[config.mk]
export PLATFORM = sky130hd
export DESIGN_NAME = group_quota_throttle_table
export DESIGN_NICKNAME = d
export VERILOG_FILES = /design/src/rtl/gqt_pkg.sv /design/src/rtl/group_quota_throttle_table.sv /design/src/rtl/gqt_ctrl.sv /design/src/rtl/gqt_dpath.sv
export SDC_FILE = /design/constraint.sdc
export NUM_CORES = 2
export LEC_CHECK = 0
export BUFFER_PORTS_ARGS = -buffer_cell sky130_fd_sc_hd__buf_2
export CORE_ASPECT_RATIO = 0.6
export CORE_MARGIN = 2
export CORE_UTILIZATION = 30
export DETAILED_ROUTE_END_ITERATION = 7
export HOLD_SLACK_MARGIN = 0.1
export PLACE_DENSITY_LB_ADDON = 0.05
export SYNTH_ARGS = -nofsm -noshare
export SYNTH_HDL_FRONTEND = slang
export SYNTH_HIERARCHICAL = 1
export SYNTH_SLANG_ARGS = --single-unit
[constraint.sdc]
create_clock -name clk -period 20.3 [get_ports clk]
set_clock_uncertainty 0.05 [all_clocks]
set_input_delay 4.06 -clock clk [delete_from_list [all_inputs] [get_ports clk]]
set_output_delay 4.06 -clock clk [all_outputs]
set_load 0.02 [all_outputs]
[src/rtl/gqt_pkg.sv]
`timescale 1ns / 1ps
// ---------------------------------------------------------------------------
// gqt_pkg: shared types and constants of the group quota throttle table
// Command and status codes, field widths and the controller/datapath links.
// ---------------------------------------------------------------------------
package gqt_pkg;

	localparam int GROUPS_DEF = 16;

	localparam int CMD_W   = 3;
	localparam int GID_W   = 4;
	localparam int AMT_W   = 64;
	localparam int STS_W   = 2;
	localparam int S_TDATA_W = 72;
	localparam int M_TDATA_W = 72;

	localparam logic [CMD_W-1:0] OP_ALLOC     = 3'd0;
	localparam logic [CMD_W-1:0] OP_SET_LIMIT = 3'd1;
	localparam logic [CMD_W-1:0] OP_ACCOUNT   = 3'd2;
	localparam logic [CMD_W-1:0] OP_QUERY     = 3'd3;
	localparam logic [CMD_W-1:0] OP_RESET_WIN = 3'd4;

	localparam logic [STS_W-1:0] ST_OK     = 2'd0;
	localparam logic [STS_W-1:0] ST_BADGRP = 2'd1;
	localparam logic [STS_W-1:0] ST_FULL   = 2'd2;

	// controller to datapath
	typedef struct packed {
		logic idle;
		logic take;
		logic exec;
		logic scan_inc;
		logic claim;
		logic full;
	} gqt_ctl_t;

	// datapath to controller
	typedef struct packed {
		logic in_alloc;
		logic out_free;
		logic scan_free;
		logic scan_last;
	} gqt_sts_t;

endpackage

[src/rtl/group_quota_throttle_table.sv]
`timescale 1ns / 1ps
// ---------------------------------------------------------------------------
// group_quota_throttle_table: usage groups with quotas and throttling
// Table of GROUPS slots, each with used mark, usage, limit and throttle flag.
// ---------------------------------------------------------------------------
// Usage:
//   slave channel s_*: one command per beat, s_tuser = cmd, s_tdata holds
//   group_id and amount. master channel m_*: one result beat per command.
//   Commands are taken one at a time; s_tready is high only while the
//   sequencer waits for a new command.
//   set_limit, account, query, reset_window and bad commands are accepted
//   with a read of the usage/limit memories, then executed and written
//   back. alloc claims the lowest free slot (1 to GROUPS-1), found by a
//   one-slot-per-cycle scan; a full table gives full status.
//   Results go to an output register, so the next command is accepted while
//   a result still waits. When the receiver stalls with a result pending,
//   the next command holds in its final cycle until the register frees.
//   Reset clears all used, throttle and memory valid bits at once: every
//   group reads as zero usage and no limit; no clearing pass is needed.
// ---------------------------------------------------------------------------
module group_quota_throttle_table #(
	parameter int GROUPS = gqt_pkg::GROUPS_DEF
) (
	input  logic                            clk,
	input  logic                            arst_n,
	input  logic                            s_tvalid,
	output logic                            s_tready,
	input  logic [gqt_pkg::S_TDATA_W-1:0]   s_tdata,  // group_id[3:0], amount[67:4]
	input  logic [gqt_pkg::CMD_W-1:0]       s_tuser,  // cmd[2:0]
	output logic                            m_tvalid,
	input  logic                            m_tready,
	output logic [gqt_pkg::M_TDATA_W-1:0]   m_tdata   // status[1:0], new_group[5:2],
	                                                  // throttled[6], usage[70:7]
);
	import gqt_pkg::*;

	gqt_ctl_t ctl;
	gqt_sts_t sts;

	gqt_ctrl u_ctrl (
		.clk      (clk),
		.arst_n   (arst_n),
		.s_tvalid (s_tvalid),
		.s_tready (s_tready),
		.sts      (sts),
		.ctl      (ctl)
	);

	gqt_dpath #(
		.GROUPS (GROUPS)
	) u_dpath (
		.clk      (clk),
		.arst_n   (arst_n),
		.s_tuser  (s_tuser),
		.s_tdata  (s_tdata),
		.m_tvalid (m_tvalid),
		.m_tready (m_tready),
		.m_tdata  (m_tdata),
		.ctl      (ctl),
		.sts      (sts)
	);

	// one command in flight at a time
	a_one_at_a_time: assert property (@(posedge clk) disable iff (!arst_n)
		s_tvalid && s_tready |=> !s_tready)
		else $error("command accepted while previous one still in work");

	a_one_action: assert property (@(posedge clk) disable iff (!arst_n)
		$onehot0({ctl.exec, ctl.claim, ctl.full, ctl.scan_inc}))
		else $error("more than one sequencer action in a cycle");

	a_claim_free: assert property (@(posedge clk) disable iff (!arst_n)
		ctl.claim |-> sts.scan_free && sts.out_free)
		else $error("claim of a used slot or into a busy result register");

	a_full_no_group: assert property (@(posedge clk) disable iff (!arst_n)
		m_tvalid && (m_tdata[1:0] == ST_FULL) |-> (m_tdata[6:2] == '0))
		else $error("full status carries a group or throttle bit");

endmodule

[src/rtl/gqt_ctrl.sv]
`timescale 1ns / 1ps
// ---------------------------------------------------------------------------
// gqt_ctrl: sequencer of the group quota throttle table
// Accepts one command at a time, then runs either the execute step
// or the free-slot scan of an alloc.
// ---------------------------------------------------------------------------
module gqt_ctrl (
	input  logic              clk,
	input  logic              arst_n,
	input  logic              s_tvalid,
	output logic              s_tready,
	input  gqt_pkg::gqt_sts_t sts,
	output gqt_pkg::gqt_ctl_t ctl
);
	import gqt_pkg::*;

	typedef enum logic [2:0] {
		S_IDLE = 3'b001,
		S_EXEC = 3'b010,
		S_SCAN = 3'b100
	} state_t;

	state_t state_q, state_d;

	always_ff @(posedge clk or negedge arst_n) begin
		if (!arst_n) begin
			state_q <= S_IDLE;
		end else begin
			state_q <= state_d;
		end
	end

	always_comb begin
		state_d      = state_q;
		ctl          = '0;
		s_tready     = 1'b0;
		case (state_q)
			S_IDLE: begin
				s_tready = 1'b1;
				ctl.idle = 1'b1;
				if (s_tvalid) begin
					ctl.take = 1'b1;
					state_d  = sts.in_alloc ? S_SCAN : S_EXEC;
				end
			end
			S_EXEC: begin
				if (sts.out_free) begin
					ctl.exec = 1'b1;
					state_d  = S_IDLE;
				end
			end
			S_SCAN: begin
				if (sts.scan_free) begin
					if (sts.out_free) begin
						ctl.claim = 1'b1;
						state_d   = S_IDLE;
					end
				end else if (sts.scan_last) begin
					if (sts.out_free) begin
						ctl.full = 1'b1;
						state_d  = S_IDLE;
					end
				end else begin
					ctl.scan_inc = 1'b1;
				end
			end
			default: begin
				state_d = S_IDLE;
			end
		endcase
	end

endmodule

[src/rtl/gqt_dpath.sv]
`timescale 1ns / 1ps
// ---------------------------------------------------------------------------
// gqt_dpath: group table storage and arithmetic
// Usage and limit memories with per-entry valid bits, used and throttle
// flags, saturating accumulate, limit compare and the result register.
// ---------------------------------------------------------------------------
module gqt_dpath #(
	parameter int GROUPS = gqt_pkg::GROUPS_DEF
) (
	input  logic                            clk,
	input  logic                            arst_n,
	input  logic [gqt_pkg::CMD_W-1:0]       s_tuser,
	input  logic [gqt_pkg::S_TDATA_W-1:0]   s_tdata,
	output logic                            m_tvalid,
	input  logic                            m_tready,
	output logic [gqt_pkg::M_TDATA_W-1:0]   m_tdata,
	input  gqt_pkg::gqt_ctl_t               ctl,
	output gqt_pkg::gqt_sts_t               sts
);
	import gqt_pkg::*;

	localparam int IDX_W = (GROUPS > 1) ? $clog2(GROUPS) : 1;
	localparam int CMP_W = IDX_W + GID_W + 1;

	logic [GID_W-1:0] in_id;
	logic [AMT_W-1:0] in_amt;

	logic [CMD_W-1:0] req_cmd_q;
	logic [GID_W-1:0] req_id_q;
	logic [AMT_W-1:0] req_amt_q;
	logic [IDX_W-1:0] req_idx;
	logic [IDX_W-1:0] rd_idx;
	logic [IDX_W-1:0] scan_q;

	logic [GROUPS-1:0] used_q;
	logic [GROUPS-1:0] thr_q;
	logic [GROUPS-1:0] cnt_vld_q;
	logic [GROUPS-1:0] lim_vld_q;

	logic [AMT_W-1:0] cnt_mem [GROUPS];
	logic [AMT_W-1:0] lim_mem [GROUPS];
	logic [AMT_W-1:0] cnt_rd_q;
	logic [AMT_W-1:0] lim_rd_q;

	logic             g_ok;
	logic [AMT_W-1:0] cur_cnt;
	logic [AMT_W-1:0] cur_lim;
	logic [AMT_W:0]   acc_sum;
	logic [AMT_W-1:0] acc_cnt;
	logic             acc_over;
	logic             set_over;
	logic             cnt_we;
	logic             lim_we;
	logic             rst_win;

	logic [STS_W-1:0] res_sts;
	logic [GID_W-1:0] res_grp;
	logic             res_thr;
	logic [AMT_W-1:0] res_usage;
	logic             load_out;

	logic             out_vld_q;
	logic [STS_W-1:0] out_sts_q;
	logic [GID_W-1:0] out_grp_q;
	logic             out_thr_q;
	logic [AMT_W-1:0] out_usage_q;

	assign in_id  = s_tdata[GID_W-1:0];
	assign in_amt = s_tdata[GID_W +: AMT_W];

	assign req_idx = IDX_W'(req_id_q);
	// the read is issued while idle so data is ready in the execute cycle
	assign rd_idx  = ctl.idle ? IDX_W'(in_id) : req_idx;

	always_ff @(posedge clk) begin
		if (ctl.take) begin
			req_cmd_q <= s_tuser;
			req_id_q  <= in_id;
			req_amt_q <= in_amt;
		end
	end

	always_ff @(posedge clk) begin
		if (cnt_we) begin
			cnt_mem[req_idx] <= acc_cnt;
		end
		cnt_rd_q <= cnt_mem[rd_idx];
	end

	always_ff @(posedge clk) begin
		if (lim_we) begin
			lim_mem[req_idx] <= req_amt_q;
		end
		lim_rd_q <= lim_mem[rd_idx];
	end

	always_ff @(posedge clk or negedge arst_n) begin
		if (!arst_n) begin
			scan_q <= '0;
		end else if (ctl.take) begin
			scan_q <= IDX_W'(1);
		end else if (ctl.scan_inc) begin
			scan_q <= scan_q + IDX_W'(1);
		end
	end

	assign g_ok = (CMP_W'(req_id_q) < CMP_W'(GROUPS)) &&
		((req_id_q == '0) || used_q[req_idx]);

	assign cur_cnt  = cnt_vld_q[req_idx] ? cnt_rd_q : '0;
	assign cur_lim  = lim_vld_q[req_idx] ? lim_rd_q : '0;
	assign acc_sum  = {1'b0, cur_cnt} + {1'b0, req_amt_q};
	assign acc_cnt  = acc_sum[AMT_W] ? '1 : acc_sum[AMT_W-1:0];
	assign acc_over = (cur_lim != '0) && (acc_cnt >= cur_lim);
	assign set_over = (req_amt_q != '0) && (cur_cnt >= req_amt_q);
	assign rst_win  = ctl.exec && (req_cmd_q == OP_RESET_WIN);

	always_comb begin
		res_sts   = ST_OK;
		res_grp   = '0;
		res_thr   = 1'b0;
		res_usage = '0;
		cnt_we    = 1'b0;
		lim_we    = 1'b0;
		if (ctl.claim) begin
			res_grp = GID_W'(scan_q);
		end else if (ctl.full) begin
			res_sts = ST_FULL;
		end else begin
			case (req_cmd_q)
				OP_SET_LIMIT: begin
					if (g_ok) begin
						lim_we    = ctl.exec;
						res_usage = cur_cnt;
					end else begin
						res_sts = ST_BADGRP;
					end
				end
				OP_ACCOUNT: begin
					if (g_ok) begin
						cnt_we    = ctl.exec;
						res_usage = acc_cnt;
					end else begin
						res_sts = ST_BADGRP;
					end
				end
				OP_QUERY: begin
					if (g_ok) begin
						res_thr   = (req_id_q != '0) && thr_q[req_idx];
						res_usage = cur_cnt;
					end else begin
						res_sts = ST_BADGRP;
					end
				end
				OP_RESET_WIN: begin
					res_sts = ST_OK;
				end
				default: begin
					res_sts = ST_BADGRP;
				end
			endcase
		end
	end

	always_ff @(posedge clk or negedge arst_n) begin
		if (!arst_n) begin
			used_q    <= '0;
			thr_q     <= '0;
			cnt_vld_q <= '0;
			lim_vld_q <= '0;
		end else begin
			// window reset: drop usage and throttle flag of every used slot but the default group
			if (rst_win) begin
				for (int i = 1; i < GROUPS; i++) begin
					if (used_q[i]) begin
						cnt_vld_q[i] <= 1'b0;
						thr_q[i]     <= 1'b0;
					end
				end
			end
			if (ctl.claim) begin
				used_q[scan_q]    <= 1'b1;
				cnt_vld_q[scan_q] <= 1'b0;
				lim_vld_q[scan_q] <= 1'b0;
				thr_q[scan_q]     <= 1'b0;
			end
			if (lim_we) begin
				lim_vld_q[req_idx] <= 1'b1;
				thr_q[req_idx]     <= set_over;
			end
			if (cnt_we) begin
				cnt_vld_q[req_idx] <= 1'b1;
				if (acc_over) begin
					thr_q[req_idx] <= 1'b1;
				end
			end
		end
	end

	assign load_out = ctl.exec || ctl.claim || ctl.full;

	always_ff @(posedge clk or negedge arst_n) begin
		if (!arst_n) begin
			out_vld_q <= 1'b0;
		end else if (load_out) begin
			out_vld_q <= 1'b1;
		end else if (m_tready) begin
			out_vld_q <= 1'b0;
		end
	end

	always_ff @(posedge clk) begin
		if (load_out) begin
			out_sts_q   <= res_sts;
			out_grp_q   <= res_grp;
			out_thr_q   <= res_thr;
			out_usage_q <= res_usage;
		end
	end

	assign m_tvalid = out_vld_q;
	assign m_tdata  = {1'b0, out_usage_q, out_thr_q, out_grp_q, out_sts_q};

	assign sts.in_alloc  = (s_tuser == OP_ALLOC);
	assign sts.out_free  = !out_vld_q || m_tready;
	assign sts.scan_free = !used_q[scan_q];
	assign sts.scan_last = (scan_q == IDX_W'(GROUPS - 1));

endmodule

==> impl_metrics.yaml <==
synth:
  ys_async_sr_fraction: 0.0297
  synthMuxAreaShare: 0.123
  seq_area_frac_synth: 0.718
  synth-seq-cells: 2389
  synth_top_area_cell: "edfxtp_1"
  synth-compound-area-share: 0.0522
  synth_top_area_frac: 0.674
  synth_top_family_by_area: "multiplexers"
  synth_edf_count: 2190
  yosys.area_share.xor_xnor: 0.00539
  synthTopCellsByArea: "edfxtp_1 67%, mux4_2 12%, ha_1 2.7%"
  ys.warnings.count: 6
  yosys.area_share.adder: 0.0276
  syn-num-nets: 5810
  yosys.area_share.simple: 0.0557
  synth.avg_cell_area_um2: 17.7
  synth_ff_type: "edfxtp_1"
  synthCells: 5516
  synthesis.area_mm2: 0.0976
  ys_types: 90
sta:
  rsz0062_at_grt: "false"
  setup_viol: 0
  final.setup.tns_ns: 0
  timing.hold.ws_ns: 0.421
  max_freq_mhz: 87.0
  finalWorstSetupSlack_ns: 8.80
  worstMarginPinSlew_ns: 1.50
  finalCritPeriodShare: 0.566
  drv_slew: 2
  relSlewSlack: -0.00290
  period_minus_slack_ns: 11.50
  hold_violations: 0
clock_network:
  cts_tree: "done"
  cts_htree_levels: 4
  cts_resized: 0
  cts_buffers: 240
  postCtsSetupBuffers: 0
  clk_transition_reported_paths_ns: 0.07
  root_buffer: "clkbuf_16"
  clk_path_buf_depth: 4
  clkSinkCount: 2389
  hold_buffers: 0
  worstSkewPairLatency_ns: 0.94
worst_hold_path:
  hold_class: "flop to flop"
floorplan:
  rows: 162
  core_area_mm2: 0.324
  io_pins: 153
  dieArea_mm2: 0.330
  initial_core_util: 0.301
  die_h_um: 446
  die_w_um: 740
routing:
  wl_met1_mm: 161
  routedWlPerCell_um: 30.9
  num_vias: 52562
  ant_nets: 0
  post-route-drc-count: 0
  wl_mm: 319
  vias_per_cell: 5.08
  wl_met3_mm: 15.0
  wl_met2_mm: 139
  firstDrtPassIters: 6
  drt-initial-drc-count: 5002
  routed.top_layer: "met4"
layout:
  nets: 6093
  syn2layout_area_growth_pct: 15.1
  fin_cells: 10345
  drive_gt1_frac: 0.219
  final_core_util: 0.346
global_routing:
  grt_pass1_vias: 53181
  grt_pass1_wl_mm: 443
  grt_usage: 0.190
  grt-ovfl-total: 0
  grt_antenna_before_repair: 8
  grt_start_max_net_pins: 104
setup_path:
  critPathLaunchType: "flop"
  slowest_stage: "a2111oi_1"
  max_stage_delay_ns: 1.27
  crit_path_max_fanout: 47
  worst_path_most_repeated_cell: "buf_4"
  worstSetupPathType: "flop to flop"
  cp-end-kind: "flop"
  worstPathArrival_ns: 12.22
  required_ns: 21.02
power:
  power_density_mw_per_mm2: 112
  ir_drop_v: 0.0000707
  p_leak_nw: 37.1
run_status:
  violations: "max-capacitance violations, max-slew violations"
  status: "finished with violations"
run:
  drv_cap: 1
placed_design:
  io_buffers: 147
  dp_hpwl_mm: 192
  place_inst: 9903
  gp_congestion: 0.848
  pre_cts_ws_ns: 9.17
## layout make-up
type	instances	area, um2
inverters	144	553
flip-flops and latches	2389	70100
diodes	1	2.50
repair buffers	337	2270
clock inverters	89	876
well taps	4346	5440
clock buffers	352	6950
multi-input cells	2687	26100
fillers	30776	212000
## critical path: cells and delay by family, from the launching register on
kind / cells / cell delay [ns]
AO/OA/AOI/OAI: 17 / 5.72
adder cells (fa/ha/maj): 2 / 0.87
flip-flops: 1 / 0.32
multiplexers: 1 / 0.26
buffers and inverters: 5 / 2.35
AND/OR/NAND/NOR: 7 / 1.57
## cells in the mapped netlist, types with 59 or more instances
library cell	number
inv_1	144
dfrtp_1	70
buf_1	59
clkbuf_1	216
edfxtp_1	2190
ha_1	214
nand2_1	496
a211oi_1	134
nor2_1	155
and2_1	199
mux4_2	524
a21oi_1	142
dfxtp_1	128
a31oi_1	136
## kinds of logic (layout without fill, tap and decap cells)
kind of cell    Yosys count  count (layout)
buf+inv                 440             922
other cells               1               2
fa+ha+maj               215             215
xor+xnor                 60              60
mux                     543             543
simple gates           1127            1127
flops                  2389            2389
compound gates          741             741
## routing by layer
| metal | track usage | vias up |
|---|---|---|
| met4 | 0.0288 | 0 |
| met2 | 0.283 | 1254 |
| met5 | 0 | - |
| li1 | - | 22532 |
| met1 | 0.299 | 28475 |
| met3 | 0.0283 | 301 |
## placed cells by master (no fill, tap or decap), types with 44 or more instances in the layout
cell and count:
a31oi_1 135, clkbuf_1 62, clkbuf_16 242, ha_1 214
dfxtp_1 128, o21ai_0 51, nand2_1 496, buf_4 181
nor2_1 127, clkbuf_8 48, xnor2_1 56, and2_1 197
inv_1 139, edfxtp_1 2190, dfrtp_1 70, buf_2 147
nor4_1 44, mux4_2 524, a21o_1 56, a211oi_1 134
a21oi_1 142
## power by group
group	switching, mW	leakage, nW	total, mW	internal [mW]
logic	1.46	11.5	2.13	0.674
clock network	1.94	3.85	4.49	2.55
registers	0.108	21.8	5.92	5.81
total	3.50	37.1	12.5	9.03
## final timing paths
kind | from | to | slack, ns | cells past startpoint
worst max-delay path | u_dpath/req_id_q[1] | u_dpath/thr_q[4] | 8.80 | 32
worst min-delay path | u_dpath/cnt_vld_q[3] | u_dpath/cnt_vld_q[3] | 0.42 | 1
worst max register to register | u_dpath/req_id_q[1] | u_dpath/thr_q[4] | 8.80 | 32
worst min register to register | u_dpath/cnt_vld_q[3] | u_dpath/cnt_vld_q[3] | 0.42 | 1
max in group asynchronous | arst_n | u_dpath/cnt_vld_q[3] | 16.21 | 2
min in group asynchronous | arst_n | u_dpath/m_tvalid | 3.34 | 2
## stage by stage
step | power [mW] | instance area [um2]
2_1_floorplan | 7.26 | 97600
3_3_place_gp | 8.19 | 104000
3_5_place_dp | 8.19 | 104000
4_1_cts | 12.7 | 112000
5_1_grt | 13.1 | 112000
6_report | 12.5 | 112000
## state kept, by name (all words and copies together) (netlist names), 2 cells and up
| register | count |
|---|---|
| u_ctrl/state_q | 3 |
| u_dpath/cnt_mem | 1024 |
| u_dpath/cnt_rd_q | 64 |
| u_dpath/cnt_vld_q | 16 |
| u_dpath/lim_mem | 1024 |
| u_dpath/lim_rd_q | 64 |
| u_dpath/lim_vld_q | 16 |
| u_dpath/out_grp_q | 4 |
| u_dpath/out_sts_q | 2 |
| u_dpath/out_usage_q | 64 |
| u_dpath/req_amt_q | 64 |
| u_dpath/req_cmd_q | 3 |
| u_dpath/req_id_q | 4 |
| u_dpath/scan_q | 4 |
| u_dpath/thr_q | 15 |
| u_dpath/used_q | 16 |
Note: power is estimated with default switching activity, not from simulation.
